**config.mk**
```make
export PLATFORM = sky130hd
export DESIGN_NAME = servo_pulse_slew_limiter_top_flat
export DESIGN_NICKNAME = d
export VERILOG_FILES = /design/src/hw/rtl/spsl_pkg.sv /design/src/hw/rtl/spsl_if.sv /design/src/hw/rtl/servo_pulse_slew_limiter_top.sv /design/src/flat_wrapper.sv
export SDC_FILE = /design/constraint.sdc
export NUM_CORES = 1
export LEC_CHECK = 0
export BUFFER_PORTS_ARGS = -buffer_cell sky130_fd_sc_hd__buf_2
export CORE_MARGIN = 1.5
export CORE_UTILIZATION = 30
export CTS_BUF_LIST = sky130_fd_sc_hd__clkbuf_8 sky130_fd_sc_hd__clkbuf_16
export CTS_CLUSTER_SIZE = 12
export DETAILED_ROUTE_END_ITERATION = 10
export GPL_TIMING_DRIVEN = 1
export PLACE_DENSITY = 0.42
export SLEW_MARGIN = 20
export SYNTH_ARGS = -nofsm -noshare
export SYNTH_HDL_FRONTEND = slang
export SYNTH_SLANG_ARGS = --single-unit
```
**constraint.sdc**
```tcl
create_clock -name clk -period 29.7 [get_ports clk]
set_input_delay 4.455 -clock clk [delete_from_list [all_inputs] [get_ports clk]]
set_output_delay 4.455 -clock clk [all_outputs]
set_load 0.01 [all_outputs]
```
**src/hw/rtl/spsl_pkg.sv**
```systemverilog
// Types and constants of the servo pulse slew limiter.
// No dependencies; used by the interfaces, the top level and the checker.
package spsl_pkg;

    localparam int PULSE_W = 12;
    localparam int STEP_W  = 8;
    localparam int MASK_W  = 5;
    localparam int MAXCH   = 8;

    typedef logic [PULSE_W-1:0] pulse_t;

    typedef enum logic [1:0] {
        MODE_ANGLE = 2'd0,
        MODE_PULSE = 2'd1,
        MODE_TICK  = 2'd2,
        MODE_NOP   = 2'd3
    } mode_t;

    typedef enum logic [1:0] {
        ERR_OK      = 2'd0,
        ERR_RANGE   = 2'd1,
        ERR_CHANNEL = 2'd2,
        ERR_UNUSED  = 2'd3
    } err_t;

    typedef enum logic [1:0] {
        REG_STEP_SIZE  = 2'd0,
        REG_MIRROR_SUM = 2'd1,
        REG_MIN_PULSE  = 2'd2,
        REG_MAX_PULSE  = 2'd3
    } reg_idx_t;

    localparam logic [STEP_W-1:0]  STEP_SIZE_RST  = 8'd20;
    localparam logic [PULSE_W-1:0] MIRROR_SUM_RST = 12'd3000;
    localparam logic [PULSE_W-1:0] MIN_PULSE_RST  = 12'd500;
    localparam logic [PULSE_W-1:0] MAX_PULSE_RST  = 12'd2500;

    // angle in tenths of a degree: pulse = 500 + floor(10 * angle / 9)
    localparam logic [12:0] ANGLE_OFFSET = 13'd500;
    localparam logic [11:0] ANGLE_MAX    = 12'd1800;
    localparam logic [15:0] RECIP_9      = 16'd58255;
    localparam int          RECIP_SHIFT  = 19;

    localparam pulse_t HOME_PULSE [MAXCH] = '{
        12'd1588, 12'd1778, 12'd1888, 12'd1500, 12'd700, 12'd1500, 12'd1500, 12'd1500
    };

endpackage

```
**src/hw/rtl/spsl_if.sv**
```systemverilog
// Valid/ready channels of the servo pulse slew limiter: commands in, pulse state out.
// Depends on spsl_pkg.
interface spsl_cmd_if;
    logic                     valid;
    logic                     ready;
    logic [1:0]               mode;
    logic [2:0]               channel;
    logic [11:0]              value;

    modport source (output valid, output mode, output channel, output value, input ready);
    modport sink   (input valid, input mode, input channel, input value, output ready);
endinterface

interface spsl_res_if;
    logic                     valid;
    logic                     ready;
    spsl_pkg::pulse_t         pulse_base;
    spsl_pkg::pulse_t         pulse_pair;
    spsl_pkg::pulse_t         pulse_mirror;
    spsl_pkg::pulse_t         pulse_wrist;
    spsl_pkg::pulse_t         pulse_turn;
    spsl_pkg::pulse_t         pulse_grip;
    logic [spsl_pkg::MASK_W-1:0] moving_mask;
    logic [1:0]               error_code;

    modport source (
        output valid, output pulse_base, output pulse_pair, output pulse_mirror,
        output pulse_wrist, output pulse_turn, output pulse_grip,
        output moving_mask, output error_code, input ready
    );
    modport sink (
        input valid, input pulse_base, input pulse_pair, input pulse_mirror,
        input pulse_wrist, input pulse_turn, input pulse_grip,
        input moving_mask, input error_code, output ready
    );
endinterface

```
**src/hw/rtl/servo_pulse_slew_limiter_top.sv**
```systemverilog
// Servo pulse slew limiter: per-channel current and target pulse widths with ramping.
// Depends on spsl_pkg and the channel interfaces in spsl_if.sv.
//
// Usage:
//   cmd carries one transaction per command: mode 0 sets a channel's target from an
//   angle in tenths of a degree, mode 1 from a raw pulse width, a mode 2 tick moves
//   ramping channels one step, or onto targets within two steps; mode 3 only reports.
//   res returns exactly one transaction per command: all pulse widths after the
//   update, the mirrored pulse of the pair, the moving mask and an error code.
//   The APB port writes and reads step_size, mirror_sum, min_pulse and max_pulse at
//   byte addresses 0, 4, 8 and 12; write it only while no command is in flight.
// Timing:
//   A command passes through an input register, then the per-channel compare and
//   step logic into the result register. One command is accepted every cycle
//   while res is not stalled; the channel state updates in the same cycle the result
//   register loads.
// Reset:
//   Positions and targets return to their home pulses, no channel ramps, and the
//   registers take their default values.
// Stall:
//   A result waiting on res.ready holds; one more command waits in the input
//   register, after which cmd.ready drops.
module servo_pulse_slew_limiter_top #(
    parameter int CHANNELS = 5
) (
    input  logic                 clk,
    input  logic                 rst_n,
    input  logic                 psel,
    input  logic                 penable,
    input  logic                 pwrite,
    input  logic [3:0]           paddr,
    input  logic [31:0]          pwdata,
    output logic [31:0]          prdata,
    output logic                 pready,
    spsl_cmd_if.sink             cmd,
    spsl_res_if.source           res
);

    // configuration registers
    logic [spsl_pkg::STEP_W-1:0] step_size_reg;
    spsl_pkg::pulse_t            mirror_sum_reg;
    spsl_pkg::pulse_t            min_pulse_reg;
    spsl_pkg::pulse_t            max_pulse_reg;
    spsl_pkg::reg_idx_t          reg_idx;
    logic                        cfg_write;

    assign pready    = 1'b1;
    assign reg_idx   = spsl_pkg::reg_idx_t'(paddr[3:2]);
    assign cfg_write = psel && penable && pwrite && pready;

    always_ff @(posedge clk or negedge rst_n)
    begin
        if (!rst_n)
        begin
            step_size_reg  <= spsl_pkg::STEP_SIZE_RST;
            mirror_sum_reg <= spsl_pkg::MIRROR_SUM_RST;
            min_pulse_reg  <= spsl_pkg::MIN_PULSE_RST;
            max_pulse_reg  <= spsl_pkg::MAX_PULSE_RST;
        end
        else if (cfg_write)
        begin
            unique case (reg_idx)
                spsl_pkg::REG_STEP_SIZE:  step_size_reg  <= pwdata[7:0];
                spsl_pkg::REG_MIRROR_SUM: mirror_sum_reg <= pwdata[11:0];
                spsl_pkg::REG_MIN_PULSE:  min_pulse_reg  <= pwdata[11:0];
                spsl_pkg::REG_MAX_PULSE:  max_pulse_reg  <= pwdata[11:0];
                default: ;
            endcase
        end
    end

    always_comb
    begin
        unique case (reg_idx)
            spsl_pkg::REG_STEP_SIZE:  prdata = {24'd0, step_size_reg};
            spsl_pkg::REG_MIRROR_SUM: prdata = {20'd0, mirror_sum_reg};
            spsl_pkg::REG_MIN_PULSE:  prdata = {20'd0, min_pulse_reg};
            spsl_pkg::REG_MAX_PULSE:  prdata = {20'd0, max_pulse_reg};
            default:                  prdata = '0;
        endcase
    end

    // input register
    logic                in_valid_reg;
    spsl_pkg::mode_t     in_mode_reg;
    logic [2:0]          in_channel_reg;
    logic [11:0]         in_value_reg;
    logic                out_valid_reg;
    logic                advance;

    assign advance   = in_valid_reg && (!out_valid_reg || res.ready);
    assign cmd.ready = !in_valid_reg || advance;

    always_ff @(posedge clk or negedge rst_n)
    begin
        if (!rst_n)
        begin
            in_valid_reg <= 1'b0;
        end
        else if (cmd.ready)
        begin
            in_valid_reg <= cmd.valid;
        end
    end

    always_ff @(posedge clk)
    begin
        if (cmd.valid && cmd.ready)
        begin
            in_mode_reg    <= spsl_pkg::mode_t'(cmd.mode);
            in_channel_reg <= cmd.channel;
            in_value_reg   <= cmd.value;
        end
    end

    // target decode
    logic [15:0]  angle_x10;
    logic [31:0]  angle_prod;
    logic [12:0]  angle_target;
    logic [12:0]  target;
    logic         target_ok;
    logic         channel_ok;
    logic         is_cmd;
    logic         is_tick;
    logic         cmd_take;
    spsl_pkg::err_t err_next;

    assign angle_x10    = {1'b0, in_value_reg, 3'b000} + {3'b000, in_value_reg, 1'b0};
    assign angle_prod   = 32'(angle_x10) * 32'(spsl_pkg::RECIP_9);
    assign angle_target = spsl_pkg::ANGLE_OFFSET + angle_prod[spsl_pkg::RECIP_SHIFT +: 13];

    assign is_cmd     = (in_mode_reg == spsl_pkg::MODE_ANGLE)
                     || (in_mode_reg == spsl_pkg::MODE_PULSE);
    assign is_tick    = (in_mode_reg == spsl_pkg::MODE_TICK);
    assign channel_ok = {1'b0, in_channel_reg} < 4'(CHANNELS);

    always_comb
    begin
        if (in_mode_reg == spsl_pkg::MODE_ANGLE)
        begin
            target = angle_target;
        end
        else
        begin
            target = {1'b0, in_value_reg};
        end
    end

    assign target_ok = (in_mode_reg != spsl_pkg::MODE_ANGLE || in_value_reg <= spsl_pkg::ANGLE_MAX)
                    && target >= {1'b0, min_pulse_reg}
                    && target <= {1'b0, max_pulse_reg};
    assign cmd_take  = is_cmd && channel_ok && target_ok;

    always_comb
    begin
        if (!is_cmd)
        begin
            err_next = spsl_pkg::ERR_OK;
        end
        else if (!channel_ok)
        begin
            err_next = spsl_pkg::ERR_CHANNEL;
        end
        else if (!target_ok)
        begin
            err_next = spsl_pkg::ERR_RANGE;
        end
        else
        begin
            err_next = spsl_pkg::ERR_OK;
        end
    end

    // channel state
    spsl_pkg::pulse_t            pos_reg    [CHANNELS];
    spsl_pkg::pulse_t            goal_reg   [CHANNELS];
    logic [CHANNELS-1:0]         active_reg;
    spsl_pkg::pulse_t            pos_next   [CHANNELS];
    spsl_pkg::pulse_t            goal_next  [CHANNELS];
    logic [CHANNELS-1:0]         active_next;
    logic [spsl_pkg::STEP_W-1:0] step;
    logic [12:0]                 two_step;

    assign step     = (step_size_reg == '0) ? 8'd1 : step_size_reg;
    assign two_step = {4'd0, step, 1'b0};

    always_comb
    begin
        spsl_pkg::pulse_t span;
        for (int c = 0; c < CHANNELS; c++)
        begin
            pos_next[c]    = pos_reg[c];
            goal_next[c]   = goal_reg[c];
            active_next[c] = active_reg[c];
            span = (goal_reg[c] >= pos_reg[c]) ? (goal_reg[c] - pos_reg[c])
                                               : (pos_reg[c] - goal_reg[c]);
            if (is_tick && active_reg[c])
            begin
                if ({1'b0, span} < two_step)
                begin
                    pos_next[c]    = goal_reg[c];
                    active_next[c] = 1'b0;
                end
                else if (goal_reg[c] > pos_reg[c])
                begin
                    pos_next[c] = pos_reg[c] + 12'(step);
                end
                else
                begin
                    pos_next[c] = pos_reg[c] - 12'(step);
                end
            end
            else if (cmd_take && in_channel_reg == 3'(c))
            begin
                goal_next[c]   = target[11:0];
                active_next[c] = (target[11:0] != pos_reg[c]);
            end
        end
    end

    always_ff @(posedge clk or negedge rst_n)
    begin
        if (!rst_n)
        begin
            for (int c = 0; c < CHANNELS; c++)
            begin
                pos_reg[c]  <= spsl_pkg::HOME_PULSE[3'(c)];
                goal_reg[c] <= spsl_pkg::HOME_PULSE[3'(c)];
            end
            active_reg <= '0;
        end
        else if (advance)
        begin
            for (int c = 0; c < CHANNELS; c++)
            begin
                pos_reg[c]  <= pos_next[c];
                goal_reg[c] <= goal_next[c];
            end
            active_reg <= active_next;
        end
    end

    // pad to MAXCH entries, of which the first five are reported
    spsl_pkg::pulse_t pulse_all [spsl_pkg::MAXCH];
    logic [spsl_pkg::MAXCH-1:0] act_all;

    for (genvar g = 0; g < spsl_pkg::MAXCH; g++)
    begin : g_pad
        if (g < CHANNELS)
        begin : g_used
            assign pulse_all[g] = pos_next[g];
            assign act_all[g]   = active_next[g];
        end
        else
        begin : g_absent
            assign pulse_all[g] = '0;
            assign act_all[g]   = 1'b0;
        end
    end

    spsl_pkg::pulse_t mirror_next;
    assign mirror_next = (mirror_sum_reg > pulse_all[1]) ? (mirror_sum_reg - pulse_all[1]) : '0;

    // result register
    spsl_pkg::pulse_t            res_base_reg;
    spsl_pkg::pulse_t            res_pair_reg;
    spsl_pkg::pulse_t            res_mirror_reg;
    spsl_pkg::pulse_t            res_wrist_reg;
    spsl_pkg::pulse_t            res_turn_reg;
    spsl_pkg::pulse_t            res_grip_reg;
    logic [spsl_pkg::MASK_W-1:0] res_mask_reg;
    spsl_pkg::err_t              res_err_reg;

    always_ff @(posedge clk or negedge rst_n)
    begin
        if (!rst_n)
        begin
            out_valid_reg <= 1'b0;
        end
        else if (advance)
        begin
            out_valid_reg <= 1'b1;
        end
        else if (res.ready)
        begin
            out_valid_reg <= 1'b0;
        end
    end

    always_ff @(posedge clk)
    begin
        if (advance)
        begin
            res_base_reg   <= pulse_all[0];
            res_pair_reg   <= pulse_all[1];
            res_mirror_reg <= mirror_next;
            res_wrist_reg  <= pulse_all[2];
            res_turn_reg   <= pulse_all[3];
            res_grip_reg   <= pulse_all[4];
            res_mask_reg   <= act_all[spsl_pkg::MASK_W-1:0];
            res_err_reg    <= err_next;
        end
    end

    assign res.valid        = out_valid_reg;
    assign res.pulse_base   = res_base_reg;
    assign res.pulse_pair   = res_pair_reg;
    assign res.pulse_mirror = res_mirror_reg;
    assign res.pulse_wrist  = res_wrist_reg;
    assign res.pulse_turn   = res_turn_reg;
    assign res.pulse_grip   = res_grip_reg;
    assign res.moving_mask  = res_mask_reg;
    assign res.error_code   = res_err_reg;

endmodule

```
**src/flat_wrapper.sv**
```systemverilog
// flat-port wrapper written by rule: the top's interface ports become plain ports
module servo_pulse_slew_limiter_top_flat 
#(
    parameter int CHANNELS = 5
)
  (clk, rst_n, psel, penable, pwrite, paddr, pwdata, prdata, pready, cmd_valid, cmd_mode, cmd_channel, cmd_value, cmd_ready, res_valid, res_pulse_base, res_pulse_pair, res_pulse_mirror, res_pulse_wrist, res_pulse_turn, res_pulse_grip, res_moving_mask, res_error_code, res_ready);
  spsl_cmd_if cmd_i ();
  spsl_res_if res_i ();
  input  logic clk;
  input  logic rst_n;
  input  logic psel;
  input  logic penable;
  input  logic pwrite;
  input  logic [3:0] paddr;
  input  logic [31:0] pwdata;
  output logic [31:0] prdata;
  output logic pready;
  input wire logic [$bits(cmd_i.valid)-1:0] cmd_valid;
  input wire logic [$bits(cmd_i.mode)-1:0] cmd_mode;
  input wire logic [$bits(cmd_i.channel)-1:0] cmd_channel;
  input wire logic [$bits(cmd_i.value)-1:0] cmd_value;
  output wire logic [$bits(cmd_i.ready)-1:0] cmd_ready;
  output wire logic [$bits(res_i.valid)-1:0] res_valid;
  output wire logic [$bits(res_i.pulse_base)-1:0] res_pulse_base;
  output wire logic [$bits(res_i.pulse_pair)-1:0] res_pulse_pair;
  output wire logic [$bits(res_i.pulse_mirror)-1:0] res_pulse_mirror;
  output wire logic [$bits(res_i.pulse_wrist)-1:0] res_pulse_wrist;
  output wire logic [$bits(res_i.pulse_turn)-1:0] res_pulse_turn;
  output wire logic [$bits(res_i.pulse_grip)-1:0] res_pulse_grip;
  output wire logic [$bits(res_i.moving_mask)-1:0] res_moving_mask;
  output wire logic [$bits(res_i.error_code)-1:0] res_error_code;
  input wire logic [$bits(res_i.ready)-1:0] res_ready;
  assign cmd_i.valid = cmd_valid;
  assign cmd_i.mode = cmd_mode;
  assign cmd_i.channel = cmd_channel;
  assign cmd_i.value = cmd_value;
  assign cmd_ready = cmd_i.ready;
  assign res_valid = res_i.valid;
  assign res_pulse_base = res_i.pulse_base;
  assign res_pulse_pair = res_i.pulse_pair;
  assign res_pulse_mirror = res_i.pulse_mirror;
  assign res_pulse_wrist = res_i.pulse_wrist;
  assign res_pulse_turn = res_i.pulse_turn;
  assign res_pulse_grip = res_i.pulse_grip;
  assign res_moving_mask = res_i.moving_mask;
  assign res_error_code = res_i.error_code;
  assign res_i.ready = res_ready;
  servo_pulse_slew_limiter_top #(.CHANNELS(CHANNELS)) u_core (.clk(clk), .rst_n(rst_n), .psel(psel), .penable(penable), .pwrite(pwrite), .paddr(paddr), .pwdata(pwdata), .prdata(prdata), .pready(pready), .cmd(cmd_i), .res(res_i));
endmodule
```
==> summary.md <==
| Metric | Value |
|---|---|
| Status | finished, final reports clean |
| I/O Buffers | 130 |
| Crit-path max cell delay | 1000 ps |
| Commonest non-fill, non-tap cell in the layout | ha_1 |
| Setup slack, reg-to-reg | 16090 ps |
| Minimum clock period | 13610 ps |
| DR vias/cell | slightly above 5 |
| Hpwl dp | about 80000 um |
| Fin cells | 4601 |
| Cell area after layout | approximately 0.032 sq mm |
| Share of synthesized registers carrying an async set or reset | 0.640 |
| Placed insts | about 4500 |
| Final worst-path cycle share | 0.458 |
| Largest net degree at the start of global routing | 62 |
| Critical Path Source | u_core.in_value_reg[3] |
| Worst Skew | around 45 ps |
| RSZ-0062 raised after global routing | no |
| Area grow syn2layout | 12.0% |
| DRC Markers | 0 |
| Num Clock Sinks | ~270 |
| Rows | 112 |
| Clk slew on worst S/H paths | 60 ps |
| Post-synthesis instance area | roughly 0.028 sq mm |
| Synth top area cells | ha_1 (16%), edfxtp_1 (10%), dfrtp_1 (9.1%), dfstp_2 (6.3%), xnor2_1 (5.3%) |
| Overall routing resource usage | 0.212 |
| TNS Setup | 0 ps |
| CTS buffer count | 38 |
| Yosys top cell by area | ha_1 |
| Max Cap Violations | 0 |
| Post-synth EDFFs | 96 |
| Post-CTS Setup Repair Bufs | 0 |
| Critical Path RT | about 30000 ps |
| Area occupied by multi-input gates | between 0.015 and 0.02 sq mm |
| Hold Violations, Final | 0 |
| Via count | 23274 |
| Ys Warns | 0 |
| First-pass GRT wire length | ~150000 um |
| CP Launch Type | flop |
| Actual slew at the worst max-slew pin | 1260 ps |
| Die width | 310 um |
| Register area | 0.00725 sq mm |
| CP Capture Type | flop |
| Setup violators final | 0 |
| CTS root buf | clkbuf_16 |
| Core Box Area | just over 0.09 sq mm |
| Worst rel slew slack | 0.152 |
| Reg2reg end | u_core.res.moving_mask[3] |
| CTS tree | built |
| Worst-case clock buffer depth | 3 |
| Placer Congestion | 0.905 |
| R2R Path Start | u_core.in_value_reg[3] |
| Slew Limit Fails | 0 |
| DRT Pass-1 Iters | 5 |
| H-tree lvl count | 2 |
| Crit path max fanout | 10 |
| Cell area after placement | 0.0304 sq mm |
| Fill cell count | between 9000 and 10000 |
| Post-synth top flop | dfrtp_1 |
| Starting Density | 0.303 |
| Depth of the worst register-to-register path | 45 |
| Final nets | roughly 3800 |
| Hold Buf Count CTS | 0 |
| Syn Inst Count | ~3200 |
| I/O Pins | around 170 |
| Most frequent cells in the layout | ha_1 (373), inv_1 (372), o21ai_0 (263), nand2_1 (262), nor2_1 (190) |
| Clk Latency, worst-skew pair | roughly 620 ps |
| Grt total ovfl | 0 |
| Slowest CP cell | o21ai_1 |
| Crit path to | u_core.res.moving_mask[3] |
| Setup ws final | approximately 16000 ps |
| F_max | 0.0735 GHz |
| Vias in the first global route | ~23000 |
| DIE HEIGHT | 310 um |
| Drt initial violations | about 1400 |
| WL final | around 100000 um |
| Synthesized flop and latch total | between 200 and 300 |
| CP Class | reg -> reg |
| Initial antenna violation count | 2 |
| Routed Antenna Nets | 0 |
| Post-DR wirelength/cell | about 22 um |
| DIE AREA | around 0.096 sq mm |
| Post-Syn Area per Cell | 8.81 sq um |
| Share of layout cells above drive strength 1 | 0.130 |
| Number of distinct library cells after synthesis | 103 |
| CP arrival | between 10000 and 15000 ps |
| Setup WS pre-CTS | about 16000 ps |
| Post-synth top area share | 0.165 |
| Worst hold path type | reg -> reg |
| Seq/Total Area, Yosys | 0.256 |
| CTS resizes | 0 |
-- worst max-delay path: cells and delay by family (launching register included) --
family	cells	cell delay [ps]
AO/OA/AOI/OAI	18	4860
adder cells (fa/ha/maj)	10	4150
AND/OR/NAND/NOR	7	2200
buffers and inverters	8	1020
flip-flops	1	590
XOR/XNOR	2	480
-- metrics by stage --
stage	util	hold slack, ps
6_report	0.339	513
3_3_place_gp	0.325	505
3_5_place_dp	0.325	510
4_1_cts	0.339	520
2_1_floorplan	-	471
5_1_grt	0.339	542
-- metal layers --
layer,track usage,wire (um),vias up
li1,-,-,11400
met1,0.295,48900,11279
met2,0.344,46700,478
met3,0.0259,4250,117
met4,0.0592,2740,0
met5,0,0,-
-- synth_stat cells (all sizes together), types with 8 or more instances --
cell type,count
o31ai,13
o21ai,296
nor4,18
or3,11
or2,13
nor2,192
xor2,61
dfstp,68
and3,15
and2,24
nand2,263
nand4,31
a31oi,19
fa,72
a221oi,11
a21boi,25
a211oi,24
xnor2,174
buf,49
o211ai,24
o21bai,16
nor2b,47
a21oi,191
nand2b,38
o22ai,10
o2111ai,13
dfrtp,103
mux2,81
ha,373
clkbuf,91
mux2i,80
nand3,52
o21a,36
mux4,8
nor3,45
a21o,49
inv,365
edfxtp,96
-- how the worst min path moves through the flow --
stage	start	endpoint	slack (ps)	depth (start not counted)
6_report	u_core.min_pulse_reg[4]	u_core.min_pulse_reg[4]	510	2
5_1_grt	u_core.goal_reg[29]	u_core.goal_reg[29]	540	2
4_1_cts	u_core.goal_reg[29]	u_core.goal_reg[29]	520	2
3_5_place_dp	u_core.min_pulse_reg[5]	u_core.min_pulse_reg[5]	510	2
3_3_place_gp	u_core.goal_reg[29]	u_core.goal_reg[29]	500	2
2_1_floorplan	u_core.in_valid_reg	u_core.res.valid	470	1
-- cells by family (layout without fill, tap and decap cells) --
group | Yosys count | count (layout) | synth area share
compound gates | 803 | 803 | 0.179
simple gates | 783 | 783 | 0.133
buf+inv | 506 | 618 | 0.0719
fa+ha+maj | 445 | 445 | 0.216
flops | 267 | 267 | 0.256
xor+xnor | 239 | 239 | 0.0764
mux | 169 | 169 | 0.0685
other cells | 2 | 23 | 0.000265
-- area by class of cell --
type,count,share of cell area
clock inverters,28,0.0100
diodes,2,0.000158
flip-flops and latches,267,0.229
inverters,366,0.0434
clock buffers,42,0.0317
well taps,1254,0.0495
repair buffers,182,0.0331
multi-input cells,2460,0.604
Power is not shown: default switching activity piles up to over one toggle a cycle in this logic, so the estimate is an artifact.
